## config.mk

```make
export PLATFORM = sky130hd
export DESIGN_NAME = vsp_queue
export DESIGN_NICKNAME = d
export VERILOG_FILES = /design/src/sv/vsp_pkg.sv /design/src/sv/vsp_queue.sv
export SDC_FILE = /design/constraint.sdc
export NUM_CORES = 1
export LEC_CHECK = 0
export BUFFER_PORTS_ARGS = -buffer_cell sky130_fd_sc_hd__buf_4
export CAP_MARGIN = 30
export CORE_ASPECT_RATIO = 1.2
export CORE_UTILIZATION = 56
export DETAILED_ROUTE_END_ITERATION = 8
export PLACE_DENSITY = 0.85
export SLEW_MARGIN = 20
export SYNTH_ARGS = -nofsm -noshare
export SYNTH_HDL_FRONTEND = slang
export SYNTH_SLANG_ARGS = --single-unit
```

## constraint.sdc

```tcl
create_clock -name clk -period 6.9 [get_ports clk]
set_input_delay 0 -clock clk [delete_from_list [all_inputs] [get_ports clk]]
set_output_delay 0 -clock clk [all_outputs]
set_load 0.005 [all_outputs]
```

## src/sv/vsp_pkg.sv

```systemverilog
// Shared types and constants for the visited-set linear probe unit.
// Holds the channel payload structs, action and operation codes, and back-end states.
package vsp_pkg;

  localparam int TABLE_SLOTS_DEF = 65536;
  localparam int KEY_BITS_DEF    = 32;
  localparam int KEY_FIELD_W     = 32;
  localparam int KEY_MAX_W       = 64;
  localparam int ENTRIES_W       = 17;
  localparam int QDEPTH          = 2;
  localparam int QPTR_W          = $clog2(QDEPTH);
  localparam int QCNT_W          = $clog2(QDEPTH + 1);

  typedef enum logic [1:0] {
    ACT_LOOKUP = 2'd0,
    ACT_INSERT = 2'd1,
    ACT_CLEAR  = 2'd2
  } action_t;

  typedef enum logic [1:0] {
    OP_NOP    = 2'd0,
    OP_LOOKUP = 2'd1,
    OP_INSERT = 2'd2,
    OP_CLEAR  = 2'd3
  } cmd_op_t;

  typedef enum logic [1:0] {
    ST_SWEEP = 2'd0,
    ST_IDLE  = 2'd1,
    ST_CHECK = 2'd2,
    ST_DONE  = 2'd3
  } back_state_t;

  typedef struct packed {
    logic [1:0]             action;
    logic [KEY_FIELD_W-1:0] key;
  } in_t;

  typedef struct packed {
    logic                 found;
    logic                 stored;
    logic                 full_res;
    logic [ENTRIES_W-1:0] entries;
  } out_t;

  typedef struct packed {
    cmd_op_t              op;
    logic [KEY_MAX_W-1:0] key;
  } cmd_t;

endpackage

```

## src/sv/vsp_queue.sv

```systemverilog
// Short command queue between the front and back ends of the visited-set unit.
// Depth comes from vsp_pkg; each side stalls on its own.
module vsp_queue (
  input  logic          clk,
  input  logic          rst,
  input  logic          push,
  input  vsp_pkg::cmd_t push_data,
  output logic          full,
  input  logic          pop,
  output logic          valid,
  output vsp_pkg::cmd_t head
);
  import vsp_pkg::*;

  cmd_t              slots [QDEPTH];
  logic [QPTR_W-1:0] wr_ptr;
  logic [QPTR_W-1:0] rd_ptr;
  logic [QCNT_W-1:0] count;
  logic              do_push;
  logic              do_pop;

  assign full    = count == QCNT_W'(QDEPTH);
  assign valid   = count != '0;
  assign head    = slots[rd_ptr];
  assign do_push = push && !full;
  assign do_pop  = pop && valid;

  always_ff @(posedge clk) begin
    if (rst) begin
      wr_ptr <= '0;
      rd_ptr <= '0;
      count  <= '0;
    end else begin
      if (do_push) wr_ptr <= wr_ptr + QPTR_W'(1);
      if (do_pop)  rd_ptr <= rd_ptr + QPTR_W'(1);
      if (do_push && !do_pop)      count <= count + QCNT_W'(1);
      else if (do_pop && !do_push) count <= count - QCNT_W'(1);
    end
  end

  always_ff @(posedge clk) begin
    if (do_push) slots[wr_ptr] <= push_data;
  end

endmodule

```

==> results of run 1 <==
## power breakdown
part | switching, µW | internal, µW | leakage, µW
combinational | 254 | 356 | 0.00127
sequential | 59.4 | 1050 | 0.00127
clock | 319 | 510 | 0.000261
## cells in the final DEF, fill, tap and decap left out, drive strengths merged, types with 2 or more instances in the layout
| cell | Yosys | routed |
|---|---|---|
| or3 | 2 | 2 |
| edfxtp | 132 | 132 |
| buf | 7 | 139 |
| clkinv | 0 | 6 |
| clkbuf | 0 | 23 |
| mux2 | 66 | 66 |
| nor2 | 4 | 4 |
| xor2 | 3 | 3 |
| o21ai | 3 | 3 |
| inv | 2 | 2 |
| bufinv | 0 | 2 |
| dlygate4sd3 | 0 | 70 |
| a21oi | 2 | 2 |
| dfxtp | 5 | 5 |
## worst paths after layout
path,to,slack (ps),depth (start not counted)
setup / recovery,head[46],4450,3
hold / removal,slots[0][47],210,2
setup reg to reg,slots[0][43],4790,4
hold reg to reg,wr_ptr,510,2
## layer usage
metal,share of wire,track usage,up-vias
met5,0,0,-
met4,0.025,0.1048,0
met3,0.058,0.08301,31
met2,0.55,0.4445,156
met1,0.36,0.2587,1464
li1,-,-,1349
## cells by family (layout without fill, tap and decap cells)
| group | after synthesis | after routing | share of synthesized area |
|---|---|---|---|
| adder cells (fa/ha/maj) | 1 | 1 | 0.002507 |
| multiplexers | 66 | 66 | 0.1489 |
| flip-flops | 137 | 137 | 0.8144 |
| AND/OR/NAND/NOR | 9 | 9 | 0.009780 |
| AO/OA/AOI/OAI | 5 | 5 | 0.005014 |
| XOR/XNOR | 3 | 3 | 0.005267 |
| buffers and inverters | 9 | 243 | 0.01404 |
## final cells by class
class	instances	area (µm²)
inverters	2	7.507
well taps	117	146.4
multi-input cells	84	858.3
clock buffers	23	436.7
fillers	387	1252
clock inverters	9	100.1
flip-flops and latches	137	4065
repair buffers	209	1744
## worst register-to-register path, stage by stage, from the launching register on
cell and delay (ps):
dfxtp_1 460, nor2b_2 110, or3_1 360, inv_2 70, buf_4 660
## sequential cells by signal, indices dropped and copies added (netlist names), named ones only
signal  flops
count       2
slots     132
rd_ptr      1
wr_ptr      1
## stage by stage
step	cells	cell area, µm²	worst slack [ps]
global placement	479	6121	4936
CTS	581	7358	4413
global route	581	7358	4329
detailed placement	479	6121	4886
finish	581	7358	4453
floorplan	230	4990	4299
## cells in the mapped netlist
cell	count	area (µm²)
edfxtp_1	132	3964
mux2_2	66	743.2
dfxtp_1	5	100.1
buf_6	4	45.04
nor2_1	4	15.01
o21ai_0	3	15.01
xor2_1	3	26.28
a21oi_1	2	10.01
buf_2	2	10.01
inv_1	2	7.510
or3_1	2	12.51
and2_1	1	6.260
buf_4	1	7.510
ha_1	1	12.51
nor2b_2	1	8.760
or2_2	1	6.260
==> flow_metrics.env, run 1 <==
export IMPL_start_kind="flip-flop"
export IMPL_min_period_over_period=0.3547
export IMPL_drt_pass1_iter_count=4
export IMPL_ys_ff_latch=137
export IMPL_status="complete, no violations"
export IMPL_vias_per_cell=5.164
export IMPL_overflow=0
export IMPL_fp_dieW_um=88.17
export IMPL_place_congestion=0.6432
export IMPL_final_util=0.8545
export IMPL_synth_cells=230
export IMPL_clkLatencyLatePin_ps=510
export IMPL_cap_viol_max_count=0
export IMPL_min_from="push_data[47]"
export IMPL_p_leak_uw=0.002802
export IMPL_cts_sinks=137
export IMPL_wl_um=11050
export IMPL_port_buffers=137
export IMPL_slowest_stage="dfxtp_2"
export IMPL_syn_avg_cell_area_um2=21.69
export IMPL_grt_max_degree=67
export IMPL_io_pins=138
export IMPL_path_cells="buf_4, mux2_2, buf_4"
export IMPL_slew_violations=0
export IMPL_r2r_start="count[0]"
export IMPL_syn_nets=301
export IMPL_drive_gt1_frac=0.5065
export IMPL_track_usage=0.2481
export IMPL_yosysWarnings=0
export IMPL_cts_resized=0
export IMPL_diodes=0
export IMPL_whs_ps=213.8
export IMPL_hold_buffers=70
export IMPL_cts_tree="done"
export IMPL_finalWorstPathRequiredPeriod_ps=2447
export IMPL_grt_pass1_wl_um=16280
export IMPL_ir_worst_vdd_mv=0.2185
export IMPL_dieArea_um2=9294
export IMPL_fp_row_count=37
export IMPL_num_vias=3000
export IMPL_power_density_nw_per_um2=346.3
export IMPL_crit_type="flip-flop to output pin"
export IMPL_synth_area_um2=4990
export IMPL_post_cts_buffers=0
export IMPL_crit_path_max_incr_delay_ps=820
export IMPL_post_drt_wl_per_cell_um=19.01
export IMPL_worst_slew_pin_transition_ps=891.8
export IMPL_die_height_um=105.4
export IMPL_area_growth_pct=47.47
export IMPL_cp_required_ps=6900
export IMPL_cp_end_kind="output pin"
export IMPL_critPathMostFrequentCell="buf_4"
export IMPL_cp_num_buf_inv=2
export IMPL_ys_seq_area_frac=0.8144
export IMPL_start_util=0.5795
export IMPL_dr_first_iter_drc_count=158
export IMPL_cts_buffers=17
export IMPL_cts_root_buffer="clkbuf_8"
export IMPL_power_uw=2548
export IMPL_antenna_found_initial=0
export IMPL_max_slew_margin_rel=0.4055
export IMPL_finalSetupTns_ps=0
export IMPL_rsz0062_at_grt="false"
export IMPL_place_hpwl_um=5383
export IMPL_htree_levels=4
export IMPL_ant_nets=0
export IMPL_fmax_mhz=408.6
export IMPL_hold_viol=0
export IMPL_critPathMaxFanout=36
export IMPL_skew_ps=12.57
export IMPL_clockBufferDepth=2
export IMPL_min_delay_path_class="primary input to flip-flop"
export IMPL_yosys_cell_types_count=16
export IMPL_crit_arrival_ps=2450
export IMPL_crit_family="flip-flops"
export IMPL_final_nets=522
export IMPL_grt_pass1_vias=3276
export IMPL_path_clk_slew_ps=60
export IMPL_setup_viol=0
export IMPL_core_area_um2=8611
export IMPL_drcViolationCount=0
Power figures use the tool's default switching activity.
==> run 2, diff against run 1 <==
--- a/config.mk
+++ b/config.mk
@@ -8,9 +8,9 @@
 export BUFFER_PORTS_ARGS = -buffer_cell sky130_fd_sc_hd__buf_4
 export CAP_MARGIN = 30
 export CORE_ASPECT_RATIO = 1.2
-export CORE_UTILIZATION = 56
+export CORE_UTILIZATION = 52
 export DETAILED_ROUTE_END_ITERATION = 8
-export PLACE_DENSITY = 0.85
+export PLACE_DENSITY = 0.79
 export SLEW_MARGIN = 20
 export SYNTH_ARGS = -nofsm -noshare
 export SYNTH_HDL_FRONTEND = slang
==> constraint.sdc (replaced) <==
create_clock -name clk -period 2.35 [get_ports clk]
set_input_delay 0 -clock clk [delete_from_list [all_inputs] [get_ports clk]]
set_output_delay 0 -clock clk [all_outputs]
set_load 0.005 [all_outputs]
==> run 2 against run 1 <==
Utilization is 4.5 points lower. Power grew to 3.0 times the previous value. Register-to-register slack got worse by 4200 ps. Largest cell class unchanged. Hold slack got worse by 1.9 ps. Sequential share of layout area decreased by 0.51 points. Via count fell by 3.4%. Global-route usage down 3.7 points. Combinational power grew to 3.0 times the previous value. First-iteration DRC count shrank 23%. Critical path depth unchanged. Sequential power increased to 2.9 times the previous value. Design area up 0.94%.
==> flow_metrics.env, run 2 (synthesis gave the netlist of run 1 again) <==
export IMPL_crit_type="flip-flop to output pin"
export IMPL_layout_cells_non_filler=586
export IMPL_place_hpwl_um=5244
export IMPL_htree_levels=4
export IMPL_cts_buffers=17
export IMPL_drive_gt1_frac=0.5193
export IMPL_grt_use_met2=0.3883
export IMPL_drt_pass1_iter_count=5
export IMPL_skew_ps=4.977
export IMPL_grtUsageMet1=0.2195
export IMPL_cts_sinks=137
export IMPL_cp_required_ps=2350
export IMPL_wl_um=9922
export IMPL_grt_max_degree=66
export IMPL_antenna_found_initial=0
export IMPL_hold_viol=0
export IMPL_core_area_um2=9176
export IMPL_ff_latch_area_um2=4065
export IMPL_regMostFlops="slots"
export IMPL_final_common_cell="buf_4"
export IMPL_p_leak_uw=0.002818
export IMPL_max_slew_margin_rel=0.6170
export IMPL_cap_viol_max_count=0
export IMPL_finalSetupTns_ps=0
export IMPL_grt_pass1_wl_um=14980
export IMPL_largest_reg_flops=132
export IMPL_power_density_nw_per_um2=1016
export IMPL_cts_resized=0
export IMPL_min_period_over_period=0.8012
export IMPL_cts_root_buffer="clkbuf_8"
export IMPL_top_regs="slots (132), count (2)"
export IMPL_fillers=473
export IMPL_min_delay_path_class="primary input to flip-flop"
export IMPL_start_kind="flip-flop"
export IMPL_power_uw=7545
export IMPL_crit_arrival_ps=1880
export IMPL_rsz0062_at_grt="false"
export IMPL_place_congestion=0.7751
export IMPL_dieArea_um2=9993
export IMPL_met3_usage=0.07538
export IMPL_diodes=0
export IMPL_ir_worst_vdd_mv=0.6488
export IMPL_cp_end_kind="output pin"
export IMPL_area_growth_pct=48.85
export IMPL_io_pins=138
export IMPL_post_drt_wl_per_cell_um=16.93
export IMPL_fp_row_count=38
export IMPL_layout_setup_ws_ps=467.1
export IMPL_die_height_um=109.3
export IMPL_dr_first_iter_drc_count=122
export IMPL_grt_pass1_vias=3107
export IMPL_final_cell_mix="buf_4, edfxtp_1, dlygate4sd3_1, mux2_2, clkbuf_16"
export IMPL_dpl_cell_count=485
export IMPL_path_clk_slew_ps=60
export IMPL_status="complete, no violations"
export IMPL_vias_per_cell=4.944
export IMPL_port_buffers=137
export IMPL_dp_slack_ps=597.4
export IMPL_clockBufferDepth=2
export IMPL_multi_input_area_um2=857.1
export IMPL_start_util=0.5438
export IMPL_busiest_layer="met2"
export IMPL_ant_nets=0
export IMPL_fp_dieW_um=91.42
export IMPL_drcViolationCount=0
export IMPL_clkLatencyLatePin_ps=510
export IMPL_worst_slew_pin_transition_ps=574.5
export IMPL_critPathMaxFanout=43
export IMPL_track_usage=0.2110
export IMPL_setup_viol=0
export IMPL_slew_violations=0
export IMPL_fmax_mhz=531.1
export IMPL_num_vias=2897
export IMPL_finalWorstPathRequiredPeriod_ps=1883
export IMPL_overflow=0
export IMPL_cts_tree="done"
export IMPL_final_nets=524
==> run 2: worst paths after layout <==
path	startpoint	end	slack, ps	cells after the start
setup reg to reg	count[0]	slots[0][12]	580	4
hold / removal	push_data[0]	slots[0][0]	210	2
setup / recovery	flip-flop	head[57]	470	3
hold reg to reg	wr_ptr	wr_ptr	500	2
==> run 2: report_power, final <==
part           internal (µW)  total, µW  switching [µW]
clock network           1600       2530             932
logic                   1060       1850             791
registers               3070       3170            93.3
==> run 2: layer usage <==
layer / part of all wire / vias up
met4: 0.015 / 0
met2: 0.56 / 115
met3: 0.056 / 14
li1: - / 1354
met1: 0.37 / 1414
met5: 0 / -
==> run 2: layout make-up <==
| type | instances | area share |
|---|---|---|
| clock buffers | 18 | 0.05627 |
| clock inverters | 14 | 0.02106 |
| inverters | 2 | 0.001516 |
| multi-input cells | 84 | 0.1154 |
| flip-flops and latches | 137 | 0.5473 |
| well taps | 120 | 0.02022 |
| repair buffers | 211 | 0.2382 |
==> run 2: per-stage QoR <==
| step | instance area, µm² | util | hold WS [ps] |
|---|---|---|---|
| after floorplan | 4995 | - | 69.07 |
| after global placement | 6162 | 0.6715 | 184.9 |
| after detailed placement | 6162 | 0.6715 | 187.3 |
| after CTS | 7427 | 0.8094 | 184.0 |
| after global routing | 7427 | 0.8094 | 184.1 |
| final | 7427 | 0.8094 | 211.9 |
==> run 2: timing repair <==
item	4_1_cts	5_1_grt
hold buffers	69	0
buffers inserted	0	0
hold endpoints to repair	137	0
==> run 2: worst max-delay path: stages (launching register included) <==
cell and delay (ps):
dfxtp_2 320, buf_4 470, mux2_2 420, buf_4 140
==> run 3, diff against run 2 <==
--- a/config.mk
+++ b/config.mk
@@ -8,9 +8,9 @@
 export BUFFER_PORTS_ARGS = -buffer_cell sky130_fd_sc_hd__buf_4
 export CAP_MARGIN = 30
 export CORE_ASPECT_RATIO = 1.2
-export CORE_UTILIZATION = 52
+export CORE_UTILIZATION = 47
 export DETAILED_ROUTE_END_ITERATION = 8
-export PLACE_DENSITY = 0.79
+export PLACE_DENSITY = 0.76
 export SLEW_MARGIN = 20
 export SYNTH_ARGS = -nofsm -noshare
 export SYNTH_HDL_FRONTEND = slang
==> constraint.sdc (replaced) <==
create_clock -name clk -period 1.6 [get_ports clk]
set_input_delay 0 -clock clk [delete_from_list [all_inputs] [get_ports clk]]
set_output_delay 0 -clock clk [all_outputs]
set_load 0.005 [all_outputs]
==> run 3 against run 2 <==
Count of clock-buffer cells in the layout is 1 higher. Setup slack worse by 420 ps. Clock power is 57% higher. Register-to-register slack worse by 520 ps. Sequential cell count stayed put. Combinational power is 54% higher. Clock skew is 0.68 ps higher. Critical path depth stayed put. Routed wire length is 4.3% lower. First-iteration DRC count is 4.1% lower.
==> flow_metrics.env, run 3 (synthesis gave the netlist of run 1 again) <==
export IMPL_crit_family="buffers and inverters"
export IMPL_core_area_um2=10160
export IMPL_skew_ps=5.662
export IMPL_status="complete, no violations"
export IMPL_cts_buffers=17
export IMPL_worstRegToRegCells=4
export IMPL_clkLatencyLatePin_ps=410
export IMPL_place_hpwl_um=5639
export IMPL_cts_tree="done"
export IMPL_r2r_start="count[1]"
export IMPL_critPathMaxFanout=20
export IMPL_dpl_cell_count=495
export IMPL_min_delay_path_class="primary input to flip-flop"
export IMPL_fp_row_count=40
export IMPL_place_congestion=0.7792
export IMPL_post_cts_buffers=0
export IMPL_power_uw=11450
export IMPL_antenna_found_initial=0
export IMPL_drt_pass1_iter_count=7
export IMPL_port_buffers=137
export IMPL_hold_viol=0
export IMPL_fp_dieW_um=96.06
export IMPL_slowest_stage="mux2_2"
export IMPL_cp_required_ps=1600
export IMPL_path_clk_slew_ps=50
export IMPL_rsz0062_at_grt="true"
export IMPL_cp_end_kind="output pin"
export IMPL_path_cells="buf_4, mux2_2, buf_4"
export IMPL_regMostFlops="slots"
export IMPL_layout_cells_non_filler=595
export IMPL_clockBufferDepth=2
export IMPL_ir_worst_vdd_mv=0.9561
export IMPL_worst_slew_pin_transition_ps=261.9
export IMPL_ant_nets=0
export IMPL_power_density_nw_per_um2=1511
export IMPL_die_height_um=114.9
export IMPL_grt_pass1_vias=2934
export IMPL_area_growth_pct=51.93
export IMPL_fmax_mhz=644.9
export IMPL_dr_first_iter_drc_count=117
export IMPL_setup_viol=0
export IMPL_cts_root_buffer="clkbuf_16"
export IMPL_slew_violations=0
export IMPL_grt_pass1_wl_um=14120
export IMPL_final_nets=527
export IMPL_post_drt_wl_per_cell_um=15.96
export IMPL_drive_gt1_frac=0.5288
export IMPL_finalWorstPathRequiredPeriod_ps=1551
export IMPL_wl_um=9494
export IMPL_drcViolationCount=0
export IMPL_final_common_cell="buf_4"
export IMPL_cts_sinks=137
export IMPL_top_regs="slots (132), count (2)"
export IMPL_p_leak_uw=0.002884
export IMPL_worstHoldEndpoint="rd_ptr"
export IMPL_dieArea_um2=11030
export IMPL_final_cell_mix="buf_4, edfxtp_1, dlygate4sd3_1, mux2_2, clkbuf_16"
export IMPL_start_kind="flip-flop"
export IMPL_min_path_cells=5
export IMPL_io_pins=138
export IMPL_max_slew_margin_rel=0.8254
export IMPL_r2r_end="slots[0][28]"
export IMPL_largest_reg_flops=132
export IMPL_overflow=0
export IMPL_crit_arrival_ps=1550
export IMPL_cp_num_buf_inv=2
export IMPL_critPathMostFrequentCell="buf_4"
export IMPL_htree_levels=4
export IMPL_num_vias=2856
export IMPL_min_from="pop"
export IMPL_reg2reg_slack_ps=60
export IMPL_crit_path_max_incr_delay_ps=380
export IMPL_start_util=0.4911
export IMPL_track_usage=0.1818
export IMPL_grt_max_degree=47
export IMPL_cap_viol_max_count=0
export IMPL_crit_type="flip-flop to output pin"
export IMPL_min_period_over_period=0.9691
export IMPL_vias_per_cell=4.800
export IMPL_diodes=0
## run 3: cell types whose count changed in the layout (fill, tap and decap cells not counted), moves of 2 or more
cell and change:
buf_4 -2, dfxtp_1 -2, buf_12 +6, clkinvlp_4 -3
## run 3: tightest hold or removal path, stage by stage
cell,delay (ps)
buf_4,110
o21ai_1,110
buf_4,130
xor2_1,60
nor2_1,80
## run 3: how the worst max path moves through the flow
stage                   endpoint  slack, ps  cells after the start
floorplan            slots[0][0]       -350                      3
global placement    slots[0][64]         90                      4
detailed placement  slots[0][65]         70                      4
CTS                     head[14]         20                      3
global route            head[14]        -20                      3
finish                  head[16]         50                      3
## run 3: repair_timing
item / 4_1_cts / 5_1_grt
hold endpoints to repair: 137 / 0
hold buffers: 68 / 0
gates resized for setup: 0 / 1
setup endpoints to repair: 0 / 25
## run 3: area by class of cell
type | instances | area [µm²]
Sequential cell | 137 | 4070
Fill cell | 588 | 2579
Timing Repair Buffer | 214 | 1864
Multi-Input combinational cell | 84 | 868.3
Clock buffer | 19 | 432.9
Clock inverter | 13 | 176.4
Tap cell | 126 | 157.7
Inverter | 2 | 11.26
## run 3: stage by stage
stage,util,hold WS [ps],area (µm²),worst slack [ps],TNS [ps]
finish,0.7462,120.3,7581,49.44,0
CTS,0.7462,114.7,7581,17.13,0
floorplan,-,61.65,5009,-354.1,-23370
detailed placement,0.6192,187.7,6291,74.34,0
global route,0.7462,156.4,7581,-18.43,-111.9
global placement,0.6192,185.1,6291,90.60,0
## run 3: layer usage
layer	global-route usage	up-vias	routed length (µm)	part of all wire
li1	-	1359	-	-
met1	0.1856	1383	3579	0.38
met2	0.3267	101	5183	0.55
met3	0.07143	13	605	0.064
met4	0.07363	0	125	0.013
met5	0	-	0	0
## run 3: power by group
group	switching, µW	internal (µW)
registers	133	4520
logic	1160	1690
clock network	1360	2590
total	2650	8800
